### src/design/rcbc_pkg.sv
package rcbc_pkg;

  // reference store geometry (REF_LEN is a power of two)
  localparam int REF_LEN    = 65536;
  localparam int ADDR_W     = $clog2(REF_LEN);
  localparam int LEN_W      = ADDR_W + 1;
  localparam int MAX_READ   = 1024;

  // fixed field widths
  localparam int CMD_W      = 2;
  localparam int CHAR_W     = 8;
  localparam int MATE_W     = 2;
  localparam int STRAND_W   = 2;
  localparam int OFFSET_W   = 16;
  localparam int LOC_W      = 17;
  localparam int READ_LEN_W = 11;
  localparam int CAT_W      = 4;
  localparam int COUNT_W    = 17;
  localparam int CODE_W     = 3;

  // one-based position: offset + location + read index
  localparam int POS_W      = LOC_W + 1;
  localparam int CMP_W      = (POS_W > LEN_W) ? POS_W : LEN_W;

  localparam logic [COUNT_W-1:0] COUNT_MAX = {COUNT_W{1'b1}};

  // command codes
  localparam logic [CMD_W-1:0] CMD_LOAD   = 2'd0;
  localparam logic [CMD_W-1:0] CMD_RECORD = 2'd1;
  localparam logic [CMD_W-1:0] CMD_REPORT = 2'd2;

  // mate and strand codes
  localparam logic [MATE_W-1:0]   MATE_1    = 2'd1;
  localparam logic [MATE_W-1:0]   MATE_2    = 2'd2;
  localparam logic [STRAND_W-1:0] STRAND_WW = 2'd0;
  localparam logic [STRAND_W-1:0] STRAND_CW = 2'd1;
  localparam logic [STRAND_W-1:0] STRAND_WC = 2'd2;
  localparam logic [STRAND_W-1:0] STRAND_CC = 2'd3;

  // reference characters
  localparam logic [CHAR_W-1:0] CH_A = 8'h41;
  localparam logic [CHAR_W-1:0] CH_T = 8'h54;
  localparam logic [CHAR_W-1:0] CH_G = 8'h47;
  localparam logic [CHAR_W-1:0] CH_C = 8'h43;
  localparam logic [CHAR_W-1:0] CH_N = 8'h4E;

  // stored base codes
  localparam logic [CODE_W-1:0] BASE_NONE = 3'd0;
  localparam logic [CODE_W-1:0] BASE_A    = 3'd1;
  localparam logic [CODE_W-1:0] BASE_T    = 3'd2;
  localparam logic [CODE_W-1:0] BASE_G    = 3'd3;
  localparam logic [CODE_W-1:0] BASE_C    = 3'd4;
  localparam logic [CODE_W-1:0] BASE_N    = 3'd5;

  // report categories
  localparam int NUM_BASES = 5;
  localparam int NUM_CAT   = 2 * NUM_BASES;
  localparam logic [CAT_W-1:0] CAT_COV_A   = 4'd0;
  localparam logic [CAT_W-1:0] CAT_TOT_COV = 4'd10;
  localparam logic [CAT_W-1:0] CAT_TOT_UNC = 4'd11;

  // queue between front and back
  localparam int QUEUE_DEPTH = 2;
  localparam int QPTR_W      = $clog2(QUEUE_DEPTH);
  localparam int QCNT_W      = $clog2(QUEUE_DEPTH + 1);

  typedef struct packed {
    logic [CMD_W-1:0]      cmd;
    logic [CHAR_W-1:0]     base_char;
    logic                  unique_map;
    logic [MATE_W-1:0]     mate_number;
    logic [STRAND_W-1:0]   strand_code;
    logic                  ref_found;
    logic [OFFSET_W-1:0]   ref_offset;
    logic [LOC_W-1:0]      location;
    logic [READ_LEN_W-1:0] read_length;
  } in_item_t;

  typedef struct packed {
    logic [CAT_W-1:0]   category;
    logic [COUNT_W-1:0] count;
    logic               last;
  } out_item_t;

  typedef enum logic [1:0] {
    OP_LOAD,
    OP_MARK,
    OP_REPORT
  } op_kind_t;

  typedef struct packed {
    op_kind_t              kind;
    logic [CODE_W-1:0]     code;
    logic [POS_W-1:0]      start;
    logic [READ_LEN_W-1:0] len;
  } op_t;

  function automatic logic [CODE_W-1:0] encode_base(input logic [CHAR_W-1:0] ch);
    logic [CODE_W-1:0] code;
    case (ch)
      CH_A:    code = BASE_A;
      CH_T:    code = BASE_T;
      CH_G:    code = BASE_G;
      CH_C:    code = BASE_C;
      CH_N:    code = BASE_N;
      default: code = BASE_NONE;
    endcase
    return code;
  endfunction

endpackage

### src/design/rcbc_queue.sv
module rcbc_queue (
  input  logic          clk,
  input  logic          rst_n,
  input  logic          push,
  input  rcbc_pkg::op_t push_op,
  input  logic          pop,
  output rcbc_pkg::op_t head,
  output logic          q_full,
  output logic          q_empty
);
  import rcbc_pkg::*;

  op_t               entry_r [QUEUE_DEPTH];
  logic [QPTR_W-1:0] wr_ptr_r;
  logic [QPTR_W-1:0] rd_ptr_r;
  logic [QCNT_W-1:0] fill_r;
  logic              do_push;
  logic              do_pop;

  assign q_full  = (fill_r == QCNT_W'(QUEUE_DEPTH));
  assign q_empty = (fill_r == '0);
  assign head    = entry_r[rd_ptr_r];
  assign do_push = push && !q_full;
  assign do_pop  = pop && !q_empty;

  // entry storage
  always_ff @(posedge clk) begin
    if (do_push) begin
      entry_r[wr_ptr_r] <= push_op;
    end
  end

  // pointers and fill level
  always_ff @(posedge clk) begin
    if (!rst_n) begin
      wr_ptr_r <= '0;
      rd_ptr_r <= '0;
      fill_r   <= '0;
    end else begin
      if (do_push) begin
        wr_ptr_r <= (wr_ptr_r == QPTR_W'(QUEUE_DEPTH - 1)) ? '0 : wr_ptr_r + 1'b1;
      end
      if (do_pop) begin
        rd_ptr_r <= (rd_ptr_r == QPTR_W'(QUEUE_DEPTH - 1)) ? '0 : rd_ptr_r + 1'b1;
      end
      if (do_push && !do_pop) begin
        fill_r <= fill_r + 1'b1;
      end else if (do_pop && !do_push) begin
        fill_r <= fill_r - 1'b1;
      end
    end
  end

endmodule

### config.mk
export PLATFORM = sky130hd
export DESIGN_NAME = rcbc_queue
export DESIGN_NICKNAME = d
export VERILOG_FILES = /design/src/design/rcbc_pkg.sv /design/src/design/rcbc_queue.sv
export SDC_FILE = /design/constraint.sdc
export NUM_CORES = 1
export LEC_CHECK = 0
export BUFFER_PORTS_ARGS = -buffer_cell sky130_fd_sc_hd__buf_2
export CORE_ASPECT_RATIO = 0.5
export CORE_MARGIN = 2
export CORE_UTILIZATION = 46
export DETAILED_ROUTE_END_ITERATION = 10
export PLACE_DENSITY = 0.76
export SLEW_MARGIN = 15
export SYNTH_ARGS = -nofsm -noshare
export SYNTH_HDL_FRONTEND = slang
export SYNTH_SLANG_ARGS = --single-unit
### constraint.sdc
create_clock -name clk -period 2.5 [get_ports clk]
set_input_delay 0.25 -clock clk [delete_from_list [all_inputs] [get_ports clk]]
set_output_delay 0.25 -clock clk [all_outputs]
set_load 0.05 [all_outputs]
==> summary.md <==
| Metric | Value |
|---|---|
| Via count | `1406` |
| Post-route ant nets | `0` |
| Synth Area in XOR/XNOR | `0.978%` |
| Multiplexer area fraction after synthesis | `14.3%` |
| First-pass GRT wire length | `6.75 mm` |
| Synth warn | `0` |
| # IOs | `74` |
| Leak | `1.31 nW` |
| CTS tree | `done` |
| Most frequent cells in the layout | `buf_2, edfxtp_1, mux2_2, clkbuf_16, dfxtp_1` |
| Grt met3 use | `4.71%` |
| Fmax | `499 MHz` |
| ANT cells | `0` |
| Worst reg2reg setup slack | `0.86 ns` |
| Initial core utilization | `48.3%` |
| Area growth syn-to-layout | `27.6%` |
| Die area | `6500 sq um` |
| Placer Congestion | `0.672` |
| H-tree level count | `3` |
| CTS sink count | `73` |
| Critical Path Fanout Max | `30` |
| Hold EP | `entry_r[0][17]$_DFFE_PP_` |
| Die Span Y | `58.0 microns` |
| Worst r2r path cells | `6` |
| Max clock buf depth | `2` |
| Synthesized Nets | `170` |
| Post-synthesis cell type count | `21` |
| Cells after synthesis | `131` |
| Clk slew on worst S/H paths | `0.05 ns` |
| Placed instance area | `3150 sq um` |
| Worst IR Drop VDD | `0.546 mV` |
| Initial antenna violation count | `0` |
| Hold path cells | `1` |
| R2r startpoint | `fill_r[0]$_SDFFE_PN0P_` |
| Slew @ Worst Pin | `0.466 ns` |
| Clock skew | `0.00599 ns` |
| Vias/cell | `4.83` |
| Met1 Resource Use GR | `16.2%` |
| Met2 Use GR | `24.5%` |
| DRT iter0 DRCs | `45` |
| Post-layout min period | `2.00 ns` |
| Resized cells post-CTS | `0` |
| Post-CTS repair timing setup buffer count | `0` |
| Post-synthesis cell area | `2690 sq um` |
| Most common cell after layout, fill and taps aside | `buf_2` |
| Final Hold Vio Count | `0` |
| Adder-cell share of the synthesized area | `0.466%` |
| HPWL Detailed | `2.96 mm` |
| Final TNS setup | `0 ns` |
| Hold Path Class | `primary input to flip-flop` |
| Post-synthesis compound-gate area fraction | `1.21%` |
| GRT Residual Overflow | `0` |
| # hold bufs at CTS | `0` |
| Worst r2r dst | `fill_r[1]$_SDFFE_PN0P_` |
| Floorplan row count | `19` |
| Slew margin rel. | `69.0%` |
| Setup violators final | `0` |
| WL per Instance | `14.7 microns` |
| Finished Cell Area | `3430 sq um` |
| Max-Cap Viols | `0` |
| DRT Wirelength | `4.28 mm` |
| Power per cell area | `1230 nW/um^2` |
| Fraction of layout cells with a size suffix above 1 | `58.3%` |
| Cells after DPL | `277` |
| Avg Inst Size Synth | `20.5 sq um` |
| WP data arrival | `1.75 ns` |
| DRC violations left | `0` |
| CP Capture Type | `output port` |
| Root Buffer | `clkbuf_16` |
| Hold Startpoint | `push_op[17]` |
| Status | `complete, no violations` |
| Worst Path Class, Setup | `flip-flop to output port` |
| Simple-gate portion of the synthesized area | `2.05%` |
| Die Wd | `112 microns` |
| Sequential fraction of the synthesis area | `79.7%` |
| PortBufs | `73` |
| Most Crowded Layer GR | `met2` |
| Unrepaired setup endpoints after global routing | `no` |
| CP required | `2.25 ns` |
| Largest family of logic cells by synthesized area | `multiplexers` |
| Drt pass-1 iters | `4` |
| Startpoint types | `flip-flop` |
| Core area | `5560 sq um` |
| Tcrit/Tclk final | `80.2%` |
| Final std cells w/o fill | `291` |
| Largest net degree at the start of global routing | `35` |
| Nets@finish | `254` |
| #FFs+latches synth | `73` |
| Number of buffers created by CTS | `9` |
| GRT Overall Usage | `14.1%` |
| Max Slew Vio Count | `0` |
| Clk Latency, worst-skew pair | `0.32 ns` |
| Vias in the first global route | `1477` |
[synthesized netlist by cell type]
cell,instances,area [sq um]
a21boi_0,1,7.51
a21boi_1,1,7.51
and2_1,3,18.8
and3_1,1,6.26
buf_2,1,5.00
buf_4,3,22.5
dfxtp_1,5,100
edfxtp_1,68,2040
ha_1,1,12.5
inv_1,1,3.75
inv_2,1,3.75
mux2_2,34,383
nand2b_1,1,6.26
nor2_1,2,7.51
nor3_2,1,10.0
o21a_1,1,7.51
o21ai_0,1,5.00
o21ai_1,1,5.00
or3_1,1,6.26
xnor2_1,2,17.5
xor2_1,1,8.76
[final cells by class]
type | count | area, sq um
clock inverters | 5 | 48.8
well taps | 73 | 91.3
multi-input cells | 52 | 517
inverters | 2 | 7.51
repair buffers | 77 | 395
fillers | 423 | 2140
clock buffers | 9 | 225
flip-flops and latches | 73 | 2140
[registers in the layout, summed over array words and instances, names as in the netlist, named ones only]
signal and cells:
rd_ptr_r 1, wr_ptr_r 1, fill_r 2, entry_r 68
[where the power goes]
group          total, mW  switching, mW  internal [mW]  leakage, nW
clock network       1.16          0.415          0.750        0.138
logic               1.45           1.03          0.419        0.494
registers           1.60         0.0620           1.54        0.676
[worst max-delay path: stages, from the launching register on]
cell	delay, ns
dfxtp_1	0.43
buf_4	0.40
mux2_2	0.39
buf_2	0.21
[through the flow]
stage / hold WS [ns] / power [mW] / setup WS [ns] / utilization, %
6_report: 0.121 / 4.22 / 0.496 / 61.6
5_1_grt: 0.109 / 4.40 / 0.387 / 61.6
4_1_cts: 0.105 / 4.28 / 0.454 / 61.6
3_5_place_dp: 0.442 / 3.10 / 0.813 / 56.7
3_3_place_gp: 0.437 / 3.07 / 0.839 / 56.7
2_1_floorplan: 0.349 / 2.79 / 0.00763 / -
[kinds of logic after synthesis]
kind of cell,after synthesis
buf+inv,6
xor+xnor,3
compound gates,5
flops,73
fa+ha+maj,1
simple gates,9
mux,34
[how the worst max path moves through the flow]
stage                                      start                       to  slack [ns]  cells past startpoint
after floorplan           fill_r[0]$_SDFFE_PN0P_  entry_r[0][0]$_DFFE_PP_       0.008                      3
after global placement                 flip-flop                 head[33]        0.84                      3
after detailed placement               flip-flop                 head[27]        0.81                      3
after CTS                              flip-flop                 head[27]        0.45                      3
after global routing                   flip-flop                 head[20]        0.39                      3
final                                  flip-flop                 head[27]        0.50                      3
[routing by layer]
| metal | wire, microns | vias up |
|---|---|---|
| met5 | 0 | - |
| met4 | 49 | 0 |
| met3 | 191 | 7 |
| met2 | 2240 | 32 |
| met1 | 1800 | 693 |
| li1 | - | 674 |
Note: power is estimated with default switching activity, not from simulation.
