## src/design/rcbc_pkg.sv

```systemverilog
package rcbc_pkg;

  // reference store geometry (REF_LEN is a power of two)
  localparam int REF_LEN    = 65536;
  localparam int ADDR_W     = $clog2(REF_LEN);
  localparam int LEN_W      = ADDR_W + 1;
  localparam int MAX_READ   = 1024;

  // fixed field widths
  localparam int CMD_W      = 2;
  localparam int CHAR_W     = 8;
  localparam int MATE_W     = 2;
  localparam int STRAND_W   = 2;
  localparam int OFFSET_W   = 16;
  localparam int LOC_W      = 17;
  localparam int READ_LEN_W = 11;
  localparam int CAT_W      = 4;
  localparam int COUNT_W    = 17;
  localparam int CODE_W     = 3;

  // one-based position: offset + location + read index
  localparam int POS_W      = LOC_W + 1;
  localparam int CMP_W      = (POS_W > LEN_W) ? POS_W : LEN_W;

  localparam logic [COUNT_W-1:0] COUNT_MAX = {COUNT_W{1'b1}};

  // command codes
  localparam logic [CMD_W-1:0] CMD_LOAD   = 2'd0;
  localparam logic [CMD_W-1:0] CMD_RECORD = 2'd1;
  localparam logic [CMD_W-1:0] CMD_REPORT = 2'd2;

  // mate and strand codes
  localparam logic [MATE_W-1:0]   MATE_1    = 2'd1;
  localparam logic [MATE_W-1:0]   MATE_2    = 2'd2;
  localparam logic [STRAND_W-1:0] STRAND_WW = 2'd0;
  localparam logic [STRAND_W-1:0] STRAND_CW = 2'd1;
  localparam logic [STRAND_W-1:0] STRAND_WC = 2'd2;
  localparam logic [STRAND_W-1:0] STRAND_CC = 2'd3;

  // reference characters
  localparam logic [CHAR_W-1:0] CH_A = 8'h41;
  localparam logic [CHAR_W-1:0] CH_T = 8'h54;
  localparam logic [CHAR_W-1:0] CH_G = 8'h47;
  localparam logic [CHAR_W-1:0] CH_C = 8'h43;
  localparam logic [CHAR_W-1:0] CH_N = 8'h4E;

  // stored base codes
  localparam logic [CODE_W-1:0] BASE_NONE = 3'd0;
  localparam logic [CODE_W-1:0] BASE_A    = 3'd1;
  localparam logic [CODE_W-1:0] BASE_T    = 3'd2;
  localparam logic [CODE_W-1:0] BASE_G    = 3'd3;
  localparam logic [CODE_W-1:0] BASE_C    = 3'd4;
  localparam logic [CODE_W-1:0] BASE_N    = 3'd5;

  // report categories
  localparam int NUM_BASES = 5;
  localparam int NUM_CAT   = 2 * NUM_BASES;
  localparam logic [CAT_W-1:0] CAT_COV_A   = 4'd0;
  localparam logic [CAT_W-1:0] CAT_TOT_COV = 4'd10;
  localparam logic [CAT_W-1:0] CAT_TOT_UNC = 4'd11;

  // queue between front and back
  localparam int QUEUE_DEPTH = 2;
  localparam int QPTR_W      = $clog2(QUEUE_DEPTH);
  localparam int QCNT_W      = $clog2(QUEUE_DEPTH + 1);

  typedef struct packed {
    logic [CMD_W-1:0]      cmd;
    logic [CHAR_W-1:0]     base_char;
    logic                  unique_map;
    logic [MATE_W-1:0]     mate_number;
    logic [STRAND_W-1:0]   strand_code;
    logic                  ref_found;
    logic [OFFSET_W-1:0]   ref_offset;
    logic [LOC_W-1:0]      location;
    logic [READ_LEN_W-1:0] read_length;
  } in_item_t;

  typedef struct packed {
    logic [CAT_W-1:0]   category;
    logic [COUNT_W-1:0] count;
    logic               last;
  } out_item_t;

  typedef enum logic [1:0] {
    OP_LOAD,
    OP_MARK,
    OP_REPORT
  } op_kind_t;

  typedef struct packed {
    op_kind_t              kind;
    logic [CODE_W-1:0]     code;
    logic [POS_W-1:0]      start;
    logic [READ_LEN_W-1:0] len;
  } op_t;

  function automatic logic [CODE_W-1:0] encode_base(input logic [CHAR_W-1:0] ch);
    logic [CODE_W-1:0] code;
    case (ch)
      CH_A:    code = BASE_A;
      CH_T:    code = BASE_T;
      CH_G:    code = BASE_G;
      CH_C:    code = BASE_C;
      CH_N:    code = BASE_N;
      default: code = BASE_NONE;
    endcase
    return code;
  endfunction

endpackage

```

## src/design/rcbc_front.sv

```systemverilog
module rcbc_front (
  input  logic               in_valid,
  output logic               in_ready,
  input  rcbc_pkg::in_item_t in_item,
  input  logic               q_full,
  output logic               push,
  output rcbc_pkg::op_t      push_op
);
  import rcbc_pkg::*;

  logic                  counted;
  logic                  keep;
  logic [READ_LEN_W-1:0] len_sat;

  assign in_ready = !q_full;

  // record filter: unique, reference known, mate and strand agree
  assign counted = in_item.unique_map && in_item.ref_found &&
                   ((in_item.mate_number == MATE_1 &&
                     (in_item.strand_code == STRAND_WW || in_item.strand_code == STRAND_CW)) ||
                    (in_item.mate_number == MATE_2 &&
                     (in_item.strand_code == STRAND_WC || in_item.strand_code == STRAND_CC)));

  // clamp read length
  assign len_sat = (in_item.read_length > READ_LEN_W'(MAX_READ)) ?
                   READ_LEN_W'(MAX_READ) : in_item.read_length;

  // classify the item into a back-end operation
  always_comb begin
    push_op.code  = encode_base(in_item.base_char);
    push_op.start = POS_W'(in_item.ref_offset) + POS_W'(in_item.location);
    push_op.len   = len_sat;
    push_op.kind  = OP_LOAD;
    keep          = 1'b0;
    case (in_item.cmd)
      CMD_LOAD: begin
        push_op.kind = OP_LOAD;
        keep         = 1'b1;
      end
      CMD_RECORD: begin
        push_op.kind = OP_MARK;
        keep         = counted;
      end
      CMD_REPORT: begin
        push_op.kind = OP_REPORT;
        keep         = 1'b1;
      end
      default: begin
        keep = 1'b0;
      end
    endcase
  end

  assign push = in_valid && in_ready && keep;

endmodule

```

## config.mk

```make
export PLATFORM = sky130hd
export DESIGN_NAME = rcbc_front
export DESIGN_NICKNAME = d
export VERILOG_FILES = /design/src/design/rcbc_pkg.sv /design/src/design/rcbc_front.sv
export SDC_FILE = /design/constraint.sdc
export NUM_CORES = 1
export LEC_CHECK = 0
export BUFFER_PORTS_ARGS = -buffer_cell sky130_fd_sc_hd__buf_4
export CORE_MARGIN = 8
export CORE_UTILIZATION = 43
export DETAILED_ROUTE_END_ITERATION = 12
export PLACE_DENSITY = 0.95
export SLEW_MARGIN = 0
export SYNTH_ARGS = -nofsm -noshare
export SYNTH_HDL_FRONTEND = slang
export SYNTH_SLANG_ARGS = --single-unit
```

## constraint.sdc

```tcl
create_clock -name vclk -period 5.05
set_input_delay 0.505 -clock vclk [all_inputs]
set_output_delay 0.505 -clock vclk [all_outputs]
set_load 0.02 [all_outputs]
```

==> results of run 1 <==
-- worst min-delay path: cells and delay by family --
kind                   cells  cell delay (ns)
buffers and inverters      3             0.27
-- metal layers --
metal	GRT usage	wire length, um
met5	0	0
met4	0.0109	26
met3	0.0357	359
met2	0.348	2110
met1	0.162	1490
-- cells by family (layout without fill, tap and decap cells) --
logic type | count (synthesis) | after routing | synth area share
simple gates | 67 | 67 | 0.314
compound gates | 50 | 50 | 0.316
fa+ha+maj | 17 | 17 | 0.207
xor+xnor | 15 | 15 | 0.123
buf+inv | 11 | 103 | 0.0399
-- placed cells by master, fill, tap and decap left out, types with 2 or more instances in the layout --
cell                       synthesis  layout
sky130_fd_sc_hd__o21ai_0          12      12
sky130_fd_sc_hd__a21oi_1          21      21
sky130_fd_sc_hd__nor3b_1           2       2
sky130_fd_sc_hd__nand4_1           3       3
sky130_fd_sc_hd__inv_1             6       6
sky130_fd_sc_hd__nand3_1           2       2
sky130_fd_sc_hd__ha_1             16      16
sky130_fd_sc_hd__o21a_1            2       2
sky130_fd_sc_hd__xnor2_1          10      10
sky130_fd_sc_hd__nand2_1          22      22
sky130_fd_sc_hd__buf_4             0      97
sky130_fd_sc_hd__a21o_1            2       2
sky130_fd_sc_hd__nor2_1           13      13
sky130_fd_sc_hd__o211ai_1          2       2
sky130_fd_sc_hd__nand2b_1          2       2
sky130_fd_sc_hd__xor2_1            5       5
sky130_fd_sc_hd__nor3_1            4       4
sky130_fd_sc_hd__nor2b_1          14      14
sky130_fd_sc_hd__a211oi_1          4       4
-- path summary, 6_finish.rpt --
path | to | startpoint
setup / recovery | push_op[21] | in_item[11]
hold / removal | in_ready | q_full
-- power groups by stage --
stage,combinational (mW),sequential (mW),clock (mW)
after floorplan,0.153,0,0
after global placement,0.262,0,0
after detailed placement,0.266,0,0
after CTS,0.267,0,0
after global routing,0.286,0,0
final,0.266,0,0
-- cell type report --
cell class                      count  share of cell area
Tap cell                           30              0.0207
Inverter                            6              0.0124
Timing Repair Buffer               97               0.402
Multi-Input combinational cell    149               0.565
==> run_results.csv, run 1 <==
group,metric,value,unit
power,p_int,0.125,mW
floorplanning,chipHeight,65.8,um
yosys,synth.top_cells.by_area,"sky130_fd_sc_hd__ha_1, sky130_fd_sc_hd__a21oi_1, sky130_fd_sc_hd__nor2b_1",
power,power.density,147,nW/um^2
cells_and_area,nNetsFinal,333,
placed_design,dpl.cell_count,282,
worst_setup_path,cpPeakStageDelay,0.39,ns
min_path,hold-path-cell-count,3,
power,p_total,0.266,mW
placed_design,detailed_place.area,1810,sq um
power,power_switching_share,0.529,
worst_setup_path,worstSetupEndpointType,"output port",
yosys,synth_top_area_cell,"sky130_fd_sc_hd__ha_1",
grt,overflow,0,
floorplanning,die_footprint,4320,sq um
worst_setup_path,worstPathMaxFanout,4,
floorplanning,floorplan.rows,18,
routing,routed_via_density,5.24,
yosys,yosys_warnings,0,
yosys,post_synth_instance_area,1060,sq um
grt,antenna_violations_before_repair,0,
timing,slew-limit-headroom,0.728,
floorplanning,initial_utilization,0.442,
cells_and_area,filler_cell_count,211,
cts,holdBufCountCts,0,
timing,final.period_utilization,0.583,
worst_setup_path,criticalPathCategory,"input pin to output port",
worst_setup_path,critPathArrivalTime,2.44,ns
floorplanning,die_w,65.8,um
yosys,synth_top_area_share,0.188,
yosys,ys_types,33,
cells_and_area,num_antenna_cells,0,
timing,achievable-frequency,340,MHz
cells_and_area,layout_cells_sized_above_1,0.405,
yosys,most_frequently_used_cell_type_in_the_post_synthesis_netlist,"sky130_fd_sc_hd__nand2_1",
placed_design,place.gp.congestion,0.841,
cells_and_area,synthToLayoutAreaGrowth,70.0,%
power,switching_power,0.141,mW
worst_setup_path,worst-path-stages,10,
routing,detail_route.iter0.violations,37,
yosys,count_of_mapped_cells_out_of_synthesis,160,
run_status,outcome,"complete, no violations",
grt,grt_pass1_vias,1373,
timing,hold_slack,1.27,ns
routing,route.vias.total,1478,
grt,maximum_number_of_pins_on_one_net_before_global_route_repair,12,
floorplanning,num_io_pins,98,
power,share_clk_of_total_power,0,
routing,routed_wire_length,3990,um
power,leakagePower,0.895,nW
routing,drt.antenna.violating_nets,0,
cells_and_area,stdcell_count,282,
cts,cts-resized-gates,0,
power,power_frac_seq,0,
cells_and_area,final_design_area_no_fill,1810,sq um
worst_setup_path,critical-path-slowest-cell,"sky130_fd_sc_hd__fa_1",
grt,grt_resource_usage_total,0.165,
worst_setup_path,cp_data_required_time,4.55,ns
cts,post_cts.repair.setup_buffers,0,
power,p_comb_frac,1.000,
placed_design,hpwl,3590,um
cells_and_area,final.clkbuf_count,0,
timing,final_max_slew_viol_count,0,
worst_setup_path,cp_num_buf_inv,3,
cells_and_area,multi_input_area,1020,sq um
timing,final-setup-viol-count,0,
grt,first_pass_grt_wire_length,6040,um
routing,drc,0,
yosys,share_of_synthesized_area_occupied_by_flip_flops_and_latches,0,
cells_and_area,regArea,0,sq um
timing,final_ws_setup,2.11,ns
timing,finalHoldViolations,0,
yosys,ys_top_cells_by_count,"sky130_fd_sc_hd__nand2_1, sky130_fd_sc_hd__a21oi_1, sky130_fd_sc_hd__ha_1",
yosys,syn_avg_cell_area,6.65,sq um
routing,routed_wire_length_per_instance,14.1,um
placed_design,buffer_ports.inserted,97,
timing,finalCriticalPeriod,2.94,ns
routing,drt_first_pass_iters,4,
min_path,hold_class,"input pin to output port",
worst_setup_path,worst_setup_path_start_kind,"input pin",
timing,timing_worst_slew_pin_value,0.409,ns
job,drv_cap,0,
yosys,total_nets_after_synthesis,239,
cells_and_area,final_core_util,0.751,
timing,timing.setup.tns,0,ns
placed_design,place_ws,2.11,ns
worst_setup_path,critical_path.cell_chain,"buf_4 > ha_1 > inv_1 > fa_1 > nand2b_1 > a21oi_1 > o21ai_0 > o21ai_0 > xor2_1 > buf_4",
cells_and_area,numSequentialCells,0,
power,vdd.ir_drop.worst,0.138,mV
timing,unrepaired_setup_endpoints_after_global_routing,"no",
worst_setup_path,critPathTopFamily,"compound AO/OA/AOI/OAI gates",
floorplanning,core,2410,sq um
(Power assumes the default switching activity.)
==> run 2, diff against run 1 <==
Settings changed: CORE_UTILIZATION 43 to 36, PLACE_DENSITY 0.95 to 0.88.
Clock period 5.05 ns to 2.4 ns, I/O delays scaled along.
==> run_results.csv, run 2 (synthesis gave the netlist of run 1 again) <==
group,metric,value,unit
run_status,outcome,"complete, no violations",
min_path,hold_class,"input pin to output port",
placed_design,detailed_place.area,1840,sq um
routing,drt_first_pass_iters,4,
routing,route.vias.total,1451,
cells_and_area,layout_commonest_cell,"sky130_fd_sc_hd__buf_4",
cts,post_cts.repair.setup_buffers,0,
timing,final_max_slew_viol_count,0,
grt,antenna_violations_before_repair,0,
worst_setup_path,crit_end,"push_op[21]",
worst_setup_path,critical_path.startpoint,"in_item[11]",
min_path,hold-path-cell-count,3,
worst_setup_path,worstSetupEndpointType,"output port",
worst_setup_path,worstPathMaxFanout,3,
routing,routed_wire_length,3960,um
timing,achievable-frequency,452,MHz
cells_and_area,filler_cell_count,268,
power,p_int,0.271,mW
grt,grt_resource_usage_total,0.145,
job,drv_cap,0,
cells_and_area,regArea,0,sq um
routing,drc,0,
floorplanning,num_io_pins,98,
timing,final-setup-viol-count,0,
grt,maximum_number_of_pins_on_one_net_before_global_route_repair,12,
timing,final.period_utilization,0.922,
worst_setup_path,critical-path-slowest-cell,"sky130_fd_sc_hd__fa_1",
cells_and_area,mostFrequentLayoutCells,"sky130_fd_sc_hd__buf_4, sky130_fd_sc_hd__nand2_1, sky130_fd_sc_hd__a21oi_1",
timing,unrepaired_setup_endpoints_after_global_routing,"no",
worst_setup_path,timing.critical_path.mode_cell,"sky130_fd_sc_hd__buf_4",
timing,finalHoldViolations,0,
timing,slew-limit-headroom,0.728,
worst_setup_path,cp_data_required_time,2.16,ns
worst_setup_path,critPathArrivalTime,1.97,ns
timing,timing_worst_slew_pin_value,0.404,ns
floorplanning,initial_utilization,0.383,
routing,detail_route.iter0.violations,40,
grt,grt_pass1_vias,1460,
cells_and_area,nNetsFinal,337,
floorplanning,die_footprint,4950,sq um
worst_setup_path,worst_setup_path_start_kind,"input pin",
power,power_switching_share,0.524,
power,power.density,309,nW/um^2
power,share_clk_of_total_power,0,
power,power_frac_seq,0,
floorplanning,die_w,70.4,um
worst_setup_path,critical_path.cell_chain,"buf_4 > ha_1 > inv_1 > fa_1 > nand2b_1 > a21oi_2 > o21ai_0 > o21ai_1 > xor2_1 > buf_4",
cells_and_area,layout_cells_sized_above_1,0.418,
cells_and_area,numSequentialCells,0,
timing,timing.setup.tns,0,ns
routing,routed_via_density,5.06,
worst_setup_path,cpPeakStageDelay,0.38,ns
placed_design,place.gp.congestion,0.846,
placed_design,buffer_ports.inserted,97,
power,p_total,0.570,mW
cells_and_area,num_antenna_cells,0,
power,vdd.ir_drop.worst,0.272,mV
grt,overflow,0,
power,leakagePower,0.914,nW
cells_and_area,multi_input_area,1030,sq um
floorplanning,chipHeight,70.4,um
power,p_comb_frac,1.000,
grt,first_pass_grt_wire_length,6440,um
cells_and_area,synthToLayoutAreaGrowth,73.3,%
cells_and_area,final_design_area_no_fill,1850,sq um
cells_and_area,final.clkbuf_count,0,
routing,drt.antenna.violating_nets,0,
routing,routed_wire_length_per_instance,13.8,um
worst_setup_path,criticalPathCategory,"input pin to output port",
floorplanning,core,2780,sq um
timing,finalCriticalPeriod,2.21,ns
power,switching_power,0.299,mW
floorplanning,floorplan.rows,19,
placed_design,hpwl,3540,um
[run 2: through the flow]
step                utilization  instances  worst slack [ns]  hold slack [ns]
finish                    0.664        287             0.187            0.736
global route              0.664        287           0.00304            0.758
CTS                       0.662        287            0.0932            0.737
detailed placement        0.662        287             0.131            0.736
global placement          0.662        287             0.116            0.734
floorplan                     -        160             0.224            0.558
[run 2: per-layer routing]
| layer | vias to the layer above | track usage | wire length, um |
|---|---|---|---|
| li1 | 762 | - | - |
| met1 | 652 | 0.165 | 1580 |
| met2 | 37 | 0.291 | 2220 |
| met3 | 0 | 0.0169 | 155 |
| met4 | 0 | 0 | 0 |
| met5 | - | 0 | 0 |
[run 2: worst min-delay path by stage]
stage           startpoint          end  slack [ns]
2_1_floorplan  in_item[59]  push_op[32]        0.56
3_3_place_gp        q_full     in_ready        0.73
3_5_place_dp        q_full     in_ready        0.74
4_1_cts             q_full     in_ready        0.74
5_1_grt             q_full     in_ready        0.76
6_report            q_full     in_ready        0.74
[run 2: power by group through the flow]
stage               Combinational (mW)  Sequential [mW]  Clock, mW
floorplan                        0.323                0          0
global placement                 0.563                0          0
detailed placement               0.569                0          0
CTS                              0.572                0          0
global route                     0.618                0          0
finish                           0.570                0          0
[run 2: layout make-up]
type                            instances  share of cell area
Timing Repair Buffer                  101               0.411
Multi-Input combinational cell        149               0.556
Inverter                                6              0.0122
Tap cell                               31              0.0210
[run 2: critical path: cells and delay by family]
kind,cells,cell delay (ns)
xor gates and xnor gates,1,0.17
adders and majority gates,2,0.55
buffers and inverters,3,0.30
AOI/OAI and AO/OA,3,0.52
and+or+nand+nor,1,0.19
[run 2: timing repair]
| item | in CTS | in global routing |
|---|---|---|
| endpoints found under the setup margin | 0 | 3 |
| gates resized for setup | 0 | 2 |
| hold buffers | 0 | 0 |
